## config.mk

```make
export PLATFORM = sky130hd
export DESIGN_NAME = ising_chain_metropolis_step
export DESIGN_NICKNAME = d
export VERILOG_FILES = /design/src/rtl/ising_pkg.sv /design/src/rtl/ising_spin_mem.sv /design/src/rtl/ising_chain_metropolis_step.sv
export SDC_FILE = /design/constraint.sdc
export NUM_CORES = 2
export LEC_CHECK = 0
export BUFFER_PORTS_ARGS = -buffer_cell sky130_fd_sc_hd__buf_4
export CAP_MARGIN = 10
export CORE_ASPECT_RATIO = 0.8
export CORE_MARGIN = 5
export CORE_UTILIZATION = 55
export DETAILED_ROUTE_END_ITERATION = 8
export PLACE_DENSITY_LB_ADDON = 0.3
export SYNTH_ARGS = -nofsm -noshare
export SYNTH_HDL_FRONTEND = slang
export SYNTH_SLANG_ARGS = --single-unit
```

## constraint.sdc

```tcl
create_clock -name i_clk -period 49.3 [get_ports i_clk]
set_input_delay 4.93 -clock i_clk [delete_from_list [all_inputs] [get_ports i_clk]]
set_output_delay 4.93 -clock i_clk [all_outputs]
set_load 0.02 [all_outputs]
```

## src/rtl/ising_pkg.sv

```systemverilog
// Shared types and constants for the Ising chain Metropolis update block.
`timescale 1ns / 1ps

package ising_pkg;

    localparam int SITE_W      = 10;
    localparam int FRAC_W      = 16;
    localparam int THR_W       = 17;
    localparam int DE_W        = 4;
    localparam int OUT_TOT_W   = 12;
    localparam int MAX_STORE   = 2 ** SITE_W;
    localparam int DEF_CHAIN_LEN = 1024;

    localparam logic ACT_STEP  = 1'b0;
    localparam logic ACT_SET   = 1'b1;
    localparam logic SPIN_DOWN = 1'b0;

    localparam logic signed [DE_W-1:0] DE_UP   = 4'sd4;
    localparam logic signed [DE_W-1:0] DE_ZERO = 4'sd0;
    localparam logic signed [DE_W-1:0] DE_DOWN = -4'sd4;

    typedef struct packed {
        logic              action;
        logic [SITE_W-1:0] site;
        logic              spin_value;
        logic [FRAC_W-1:0] random_fraction;
    } t_in;

    typedef struct packed {
        logic                        flipped;
        logic signed [DE_W-1:0]      energy_change;
        logic signed [OUT_TOT_W-1:0] total_energy;
        logic signed [OUT_TOT_W-1:0] magnetization;
    } t_out;

endpackage

```

## src/rtl/ising_spin_mem.sv

```systemverilog
// Spin store: one bit per site, two registered read ports, one write port.
`timescale 1ns / 1ps

module ising_spin_mem #(
    parameter  int DEPTH  = 1024,
    localparam int ADDR_W = $clog2(DEPTH)
) (
    input  logic              i_clk,
    input  logic              i_rd_a_en,
    input  logic [ADDR_W-1:0] i_rd_a_addr,
    output logic              o_rd_a_data,
    input  logic              i_rd_b_en,
    input  logic [ADDR_W-1:0] i_rd_b_addr,
    output logic              o_rd_b_data,
    input  logic              i_wr_en,
    input  logic [ADDR_W-1:0] i_wr_addr,
    input  logic              i_wr_data
);

    logic mem [DEPTH];
    logic r_rd_a;
    logic r_rd_b;

    always_ff @(posedge i_clk) begin
        if (i_wr_en) begin
            mem[i_wr_addr] <= i_wr_data;
        end
        if (i_rd_a_en) begin
            r_rd_a <= mem[i_rd_a_addr];
        end
        if (i_rd_b_en) begin
            r_rd_b <= mem[i_rd_b_addr];
        end
    end

    assign o_rd_a_data = r_rd_a;
    assign o_rd_b_data = r_rd_b;

endmodule

```

## src/rtl/ising_chain_metropolis_step.sv

```systemverilog
// Top level: Metropolis flip and forced-set engine for a periodic 1D Ising chain.
//
//   channel | direction | handshake           | payload
//   --------+-----------+---------------------+----------------------------------
//   in      | input     | i_in_valid/o_in_stall   | i_in  (action, site, spin, frac)
//   out     | output    | o_out_valid/i_out_stall | o_out (flipped, dE, energy, mag)
//   cfg     | input     | i_cfg_valid/o_cfg_ready | i_cfg_data (uphill threshold)
//
// An item is handled in order: accept (site and left spin read), right spin read,
// then update and write back. The three-spin fetch over the store's two read
// ports calls for the separate right spin read.
// After reset a clearing pass writes every stored spin down, one site a cycle, over
// min(CHAIN_LEN, 1024) sites; o_in_stall is high meanwhile, cfg is taken as ever.
// A finished result waits in the output register while the next item is accepted;
// the update step waits only if that register is still full and stalled.
`timescale 1ns / 1ps

module ising_chain_metropolis_step #(
    parameter int CHAIN_LEN = ising_pkg::DEF_CHAIN_LEN
) (
    input  logic                       i_clk,
    input  logic                       i_rst_n,
    input  logic                       i_in_valid,
    output logic                       o_in_stall,
    input  ising_pkg::t_in             i_in,
    output logic                       o_out_valid,
    input  logic                       i_out_stall,
    output ising_pkg::t_out            o_out,
    input  logic                       i_cfg_valid,
    output logic                       o_cfg_ready,
    input  logic [ising_pkg::THR_W-1:0] i_cfg_data
);

    import ising_pkg::*;

    localparam int STORE_DEPTH = (CHAIN_LEN < MAX_STORE) ? CHAIN_LEN : MAX_STORE;
    localparam int ADDR_W      = $clog2(STORE_DEPTH);
    localparam int IDX_W       = ($clog2(CHAIN_LEN) + 1 > SITE_W + 1) ?
                                 $clog2(CHAIN_LEN) + 1 : SITE_W + 1;
    localparam int TOT_W       = ($clog2(CHAIN_LEN + 1) + 1 > OUT_TOT_W) ?
                                 $clog2(CHAIN_LEN + 1) + 1 : OUT_TOT_W;

    localparam logic [1:0] S_CLR  = 2'd0;
    localparam logic [1:0] S_IDLE = 2'd1;
    localparam logic [1:0] S_RD2  = 2'd2;
    localparam logic [1:0] S_CALC = 2'd3;

    logic [1:0]             r_state;
    logic [1:0]             n_state;
    logic [ADDR_W-1:0]      r_clr_cnt;
    logic [THR_W-1:0]       r_thr;
    t_in                    r_item;
    logic                   r_in_range;
    logic                   r_right_ok;
    logic [ADDR_W-1:0]      r_right_addr;
    logic                   r_left_ok;
    logic                   r_left;
    logic signed [TOT_W-1:0] r_energy;
    logic signed [TOT_W-1:0] r_mag;
    logic                   r_out_valid;
    t_out                   r_out;

    logic                   w_accept;
    logic [IDX_W-1:0]       w_site;
    logic [IDX_W-1:0]       w_left_idx;
    logic [IDX_W-1:0]       w_right_idx;
    logic                   w_in_range;
    logic                   w_left_ok;
    logic                   w_right_ok;

    logic                   w_rd_a;
    logic                   w_rd_b;
    logic                   w_rd_a_en;
    logic                   w_rd_b_en;
    logic [ADDR_W-1:0]      w_rd_b_addr;
    logic                   w_wr_en;
    logic [ADDR_W-1:0]      w_wr_addr;
    logic                   w_wr_data;

    logic                   w_spin;
    logic                   w_right;
    logic                   w_eq_l;
    logic                   w_eq_r;
    logic signed [DE_W-1:0] w_delta;
    logic signed [DE_W-1:0] w_de;
    logic                   w_flip;
    logic                   w_out_free;
    logic                   w_load;
    logic signed [TOT_W-1:0] n_energy;
    logic signed [TOT_W-1:0] n_mag;

    assign w_accept    = i_in_valid && !o_in_stall;
    assign o_in_stall  = (r_state != S_IDLE);
    assign o_cfg_ready = 1'b1;

    // Ring neighbors of the incoming site
    always_comb begin
        w_site      = IDX_W'(i_in.site);
        w_in_range  = (w_site < IDX_W'(CHAIN_LEN));
        w_left_idx  = (w_site == '0) ? IDX_W'(CHAIN_LEN - 1) : w_site - IDX_W'(1);
        w_right_idx = (w_site + IDX_W'(1) >= IDX_W'(CHAIN_LEN)) ? '0 : w_site + IDX_W'(1);
        w_left_ok   = (w_left_idx < IDX_W'(STORE_DEPTH));
        w_right_ok  = (w_right_idx < IDX_W'(STORE_DEPTH));
    end

    // Read site and left neighbor at accept, right neighbor in the cycle after
    always_comb begin
        w_rd_a_en   = w_accept && w_in_range;
        w_rd_b_en   = 1'b0;
        w_rd_b_addr = w_left_idx[ADDR_W-1:0];
        if (w_accept) begin
            w_rd_b_en = w_in_range && w_left_ok;
        end else if (r_state == S_RD2) begin
            w_rd_b_en   = r_in_range && r_right_ok;
            w_rd_b_addr = r_right_addr;
        end
    end

    ising_spin_mem #(
        .DEPTH (STORE_DEPTH)
    ) u_spin_mem (
        .i_clk       (i_clk),
        .i_rd_a_en   (w_rd_a_en),
        .i_rd_a_addr (i_in.site[ADDR_W-1:0]),
        .o_rd_a_data (w_rd_a),
        .i_rd_b_en   (w_rd_b_en),
        .i_rd_b_addr (w_rd_b_addr),
        .o_rd_b_data (w_rd_b),
        .i_wr_en     (w_wr_en),
        .i_wr_addr   (w_wr_addr),
        .i_wr_data   (w_wr_data)
    );

    // Flip decision; sites beyond the store read as down
    always_comb begin
        w_spin  = w_rd_a;
        w_right = r_right_ok ? w_rd_b : SPIN_DOWN;
        w_eq_l  = (r_left == w_spin);
        w_eq_r  = (w_spin == w_right);
        if (w_eq_l && w_eq_r) begin
            w_delta = DE_UP;
        end else if (!w_eq_l && !w_eq_r) begin
            w_delta = DE_DOWN;
        end else begin
            w_delta = DE_ZERO;
        end

        w_flip = 1'b0;
        w_de   = DE_ZERO;
        if (r_in_range) begin
            if (r_item.action == ACT_STEP) begin
                w_de   = w_delta;
                w_flip = (w_delta != DE_UP) ||
                         ({1'b0, r_item.random_fraction} < r_thr);
            end else begin
                w_flip = (w_spin != r_item.spin_value);
                w_de   = w_flip ? w_delta : DE_ZERO;
            end
        end
    end

    assign w_out_free = !r_out_valid || !i_out_stall;
    assign w_load     = (r_state == S_CALC) && w_out_free;

    always_comb begin
        n_energy = r_energy;
        n_mag    = r_mag;
        if (w_load && w_flip) begin
            n_energy = r_energy + {{(TOT_W - DE_W){w_de[DE_W-1]}}, w_de};
            n_mag    = w_spin ? r_mag - TOT_W'(2) : r_mag + TOT_W'(2);
        end
    end

    // Write port: clearing sweep or flip write-back
    always_comb begin
        w_wr_en   = 1'b0;
        w_wr_addr = r_clr_cnt;
        w_wr_data = SPIN_DOWN;
        if (r_state == S_CLR) begin
            w_wr_en = 1'b1;
        end else if (w_load && w_flip) begin
            w_wr_en   = 1'b1;
            w_wr_addr = r_item.site[ADDR_W-1:0];
            w_wr_data = !w_spin;
        end
    end

    always_comb begin
        n_state = r_state;
        case (r_state)
            S_CLR: begin
                if (r_clr_cnt == ADDR_W'(STORE_DEPTH - 1)) begin
                    n_state = S_IDLE;
                end
            end
            S_IDLE: begin
                if (w_accept) begin
                    n_state = S_RD2;
                end
            end
            S_RD2: begin
                n_state = S_CALC;
            end
            S_CALC: begin
                if (w_out_free) begin
                    n_state = S_IDLE;
                end
            end
            default: begin
                n_state = S_CLR;
            end
        endcase
    end

    always_ff @(posedge i_clk) begin
        if (!i_rst_n) begin
            r_state     <= S_CLR;
            r_clr_cnt   <= '0;
            r_thr       <= '0;
            r_energy    <= TOT_W'(0) - TOT_W'(CHAIN_LEN);
            r_mag       <= TOT_W'(0) - TOT_W'(CHAIN_LEN);
            r_out_valid <= 1'b0;
        end else begin
            r_state  <= n_state;
            r_energy <= n_energy;
            r_mag    <= n_mag;
            if (r_state == S_CLR) begin
                r_clr_cnt <= r_clr_cnt + ADDR_W'(1);
            end
            if (i_cfg_valid && o_cfg_ready) begin
                r_thr <= i_cfg_data;
            end
            if (w_load) begin
                r_out_valid <= 1'b1;
            end else if (!i_out_stall) begin
                r_out_valid <= 1'b0;
            end
        end
    end

    // Payload registers
    always_ff @(posedge i_clk) begin
        if (w_accept) begin
            r_item       <= i_in;
            r_in_range   <= w_in_range;
            r_left_ok    <= w_left_ok;
            r_right_ok   <= w_right_ok;
            r_right_addr <= w_right_idx[ADDR_W-1:0];
        end
        if (r_state == S_RD2) begin
            r_left <= r_left_ok ? w_rd_b : SPIN_DOWN;
        end
        if (w_load) begin
            r_out.flipped       <= w_flip;
            r_out.energy_change <= w_de;
            r_out.total_energy  <= n_energy[OUT_TOT_W-1:0];
            r_out.magnetization <= n_mag[OUT_TOT_W-1:0];
        end
    end

    assign o_out_valid = r_out_valid;
    assign o_out       = r_out;

    a_no_flip_hold: assert property (@(posedge i_clk) disable iff (!i_rst_n)
        (w_load && !w_flip) |=> (r_energy == $past(r_energy) && r_mag == $past(r_mag)))
        else $error("totals moved without a flip");

    a_flip_mag_step: assert property (@(posedge i_clk) disable iff (!i_rst_n)
        (w_load && w_flip) |=>
            (r_mag - $past(r_mag) == TOT_W'(2) || $past(r_mag) - r_mag == TOT_W'(2)))
        else $error("magnetization step is not two");

    a_uphill_gate: assert property (@(posedge i_clk) disable iff (!i_rst_n)
        (w_load && w_flip && r_item.action == ACT_STEP && w_de == DE_UP) |->
            ({1'b0, r_item.random_fraction} < r_thr))
        else $error("uphill flip taken above threshold");

    a_item_sequence: assert property (@(posedge i_clk) disable iff (!i_rst_n)
        w_accept |=> (r_state == S_RD2) ##1 (r_state == S_CALC))
        else $error("item did not advance through neighbor read");

endmodule
```

==> flow_metrics.py <==
metrics = {
    "worst_setup_path": {
        "reg2reg_depth": 13,
        "path_depth": 14,
        "crit_path_cell_trace": "buf_8, inv_1, ha_1, inv_1, mux2_8, buf_4, buf_12, nand2_1, a311oi_1, nor4_1, o32ai_1, a2bb2o_1, o31a_1, a41oi_1",
        "criticalPathCategory": "in2reg",
        "slowest_delay_ps": 810,
        "worstSetupEndpointType": "register",
        "arrival_ps": 11210,
        "cp_slowest_cell": "buf_4",
        "worstPathRequired_ps": 49880,
        "start_kind": "input pin",
        "timing.critical_path.max_delay_family": "buffers and inverters",
        "cp_common_cell": "inv_1",
        "worstPathBufferInverterCount": 5,
        "cp_max_fo": 181,
    },
    "yosys": {
        "syn_avg_cell_area_sq_um": 11.4,
        "synth_top_cell_by_area": "edfxtp_1",
        "synth_area_sq_um": 60300,
        "yosysUniqueCellTypes": 74,
        "synth_common_cells": "nor2_1, edfxtp_1, nand2_1",
        "syn_inst": 5286,
        "synth_edf_count": 1091,
        "synth.area.top_cells": "edfxtp_1, mux4_2, nor2_1",
        "synth_top_area_share_pct": 54.4,
        "seq_area_frac_synth_pct": 56.1,
        "synth_flop_cell": "edfxtp_1",
        "synth_seq_cells": 1142,
        "ys_warn_count": 0,
        "yosysMostFrequentCell": "nor2_1",
        "synthArstFlopShare_pct": 0,
    },
    "timing": {
        "drv_slew": 0,
        "fin_crit_sh_pct": 21.6,
        "fmax_ghz": 0.0940,
        "fin_tns_setup_ps": 0,
        "worstMarginPinSlew_ps": 1370,
        "hold_viol": 0,
        "grt_setup_unrepaired": "no",
        "fin_crit_ps": 10630,
        "skew_ps": 31.9,
        "max_slew_margin_pct": 7.79,
        "finalSetupViolCount": 0,
    },
    "die": {
        "die_w_um": 380,
        "pin_count": 82,
        "die_area_sq_um": 116000,
        "rows": 108,
        "core-area_sq_um": 109000,
        "die_y_um": 306,
        "start_util_pct": 55.5,
    },
    "cts": {
        "cts_setup_buffers": 0,
        "cts_buffers": 114,
        "cts.sinks": 1142,
        "insertion_delay_ps": 730,
        "cts_buffer_depth": 3,
        "hold_buffers": 0,
        "cts_resized": 0,
        "cts-root-buf": "clkbuf_16",
        "htree_levels": 3,
        "cts_tree": "built",
        "clk_pin_slew_ps": 70,
    },
    "global_routing": {
        "grt_max_degree": 287,
        "grt_pass1_vias": 44000,
        "grt_pass1_wl_um": 290000,
        "grt_use_total_pct": 33.4,
        "gr-total-overflow": 0,
        "antenna_found_initial": 12,
    },
    "hold_path": {
        "hp-class": "reg2reg",
        "worstHoldPathCells": 2,
    },
    "cells_and_area": {
        "fillers": 8455,
        "synthToLayoutAreaGrowth_pct": 9.37,
        "design_area_sq_um": 65900,
        "drive_gt1_share_pct": 16.3,
        "nNetsFinal": 5188,
        "final_cells": 6631,
        "final_core_util_pct": 60.7,
    },
    "routing": {
        "viasPerCell": 7.01,
        "drcViolationCount": 0,
        "via_count": 46500,
        "wl_per_cell_um": 30.0,
        "ant_nets": 0,
        "drt-total-wl_um": 199000,
        "drt-initial-drc-count": 8290,
        "dr.pass1.iters": 8,
    },
    "pwr": {
        "powerDensity_nw_per_um2": 32.3,
        "leakage_nw": 22.6,
        "irDropWorstVdd_mv": 0.0304,
    },
    "placed_design": {
        "place.gp.congestion": 0.913,
        "dpl.hpwl_um": 107000,
        "port-buffer-count": 75,
        "placed_cells": 6406,
        "place_area_sq_um": 62000,
    },
    "outcome": {
        "status": "finished, final reports clean",
    },
    "run": {
        "maxCapViolCount": 0,
    },
}
worst paths after layout:
check / start / to / slack (ps)
max: i_in[17] / u_spin_mem.o_rd_b_data$_DFFE_PP_ / 38670
min: r_thr[14]$_SDFFE_PN0P_ / r_thr[14]$_SDFFE_PN0P_ / 490
max reg2reg: r_state[0]$_SDFFE_PN0P_ / u_spin_mem.o_rd_b_data$_DFFE_PP_ / 42900
min reg2reg: r_thr[14]$_SDFFE_PN0P_ / r_thr[14]$_SDFFE_PN0P_ / 490
per-layer routing:
metal / routed length (um) / track usage (%) / up-vias / share of wire [%]
met4: 11800 / 16.9 / 8 / 5.9
met3: 32900 / 12.5 / 801 / 17
met5: 57 / 0 / - / 0.029
met2: 85500 / 48.8 / 3952 / 43
li1: - / - / 19000 / -
met1: 68700 / 44.5 / 22700 / 35
cell usage in the layout, fill, tap and decap left out, types with 44 or more instances in the layout:
| cell type | Yosys | layout |
|---|---|---|
| a21oi_1 | 96 | 87 |
| mux2i_1 | 54 | 53 |
| inv_1 | 45 | 44 |
| edfxtp_1 | 1091 | 1091 |
| a311oi_1 | 54 | 54 |
| mux4_2 | 378 | 378 |
| dfxtp_1 | 51 | 51 |
| nor3_1 | 56 | 55 |
| o21ai_0 | 44 | 44 |
| clkbuf_16 | 0 | 117 |
| nand2_1 | 841 | 840 |
| and3_1 | 69 | 69 |
| a31oi_1 | 52 | 45 |
| nor2_1 | 1125 | 1110 |
| nand3_1 | 353 | 353 |
| buf_4 | 16 | 198 |
power breakdown:
group | internal, W | switching [W]
Sequential | 0.00105 | 0.00000107
Combinational | 0.0000430 | 0.000120
Clock | 0.000537 | 0.000379
Total | 0.00163 | 0.000499
cell families after synthesis:
family,after synthesis,synth area share [%]
other,2,0.0125
multiplexers,439,15.2
flip-flops,1142,56.1
adder cells (fa/ha/maj),45,0.959
XOR/XNOR,37,0.538
buffers and inverters,565,3.83
AND/OR/NAND/NOR,2593,18.1
AO/OA/AOI/OAI,463,5.38
worst reg2reg max path, delay by kind of cell, from the launching register on:
| family | cells | cell delay, ps |
|---|---|---|
| simple gates | 2 | 900 |
| flops | 1 | 380 |
| compound gates | 6 | 2420 |
| buf+inv | 3 | 1700 |
| fa+ha+maj | 1 | 250 |
| mux | 1 | 580 |
final cells by class:
class / count / area (sq um) / area share [%]
well taps: 1430 / 1790 / 2.71
repair buffers: 206 / 1630 / 2.47
clock inverters: 70 / 840 / 1.27
inverters: 45 / 169 / 0.256
multi-input cells: 3584 / 24600 / 37.4
diodes: 11 / 27.5 / 0.0418
flip-flops and latches: 1142 / 33800 / 51.3
clock buffers: 143 / 3030 / 4.59
metrics by stage:
stage                     worst slack [ps]  hold WS [ps]  power, W
after global routing                 38550           523   0.00218
after floorplan                      12890           460   0.00117
after CTS                            38920           498   0.00212
after detailed placement             38160           484   0.00122
after global placement               38320           476   0.00122
final                                38670           494   0.00213
registers in the layout, summed over array words and instances (netlist names):
signal                  count
r_left                      1
r_item                     28
u_spin_mem.mem           1024
o_out                      24
r_energy                   10
o_out_valid                 1
r_right_addr               10
u_spin_mem.o_rd_b_data      1
r_mag                      11
r_clr_cnt                  10
r_thr                      17
r_left_ok                   1
u_spin_mem.o_rd_a_data      1
r_right_ok                  1
r_state                     2
No activity file was read; power rests on OpenSTA's default activity.
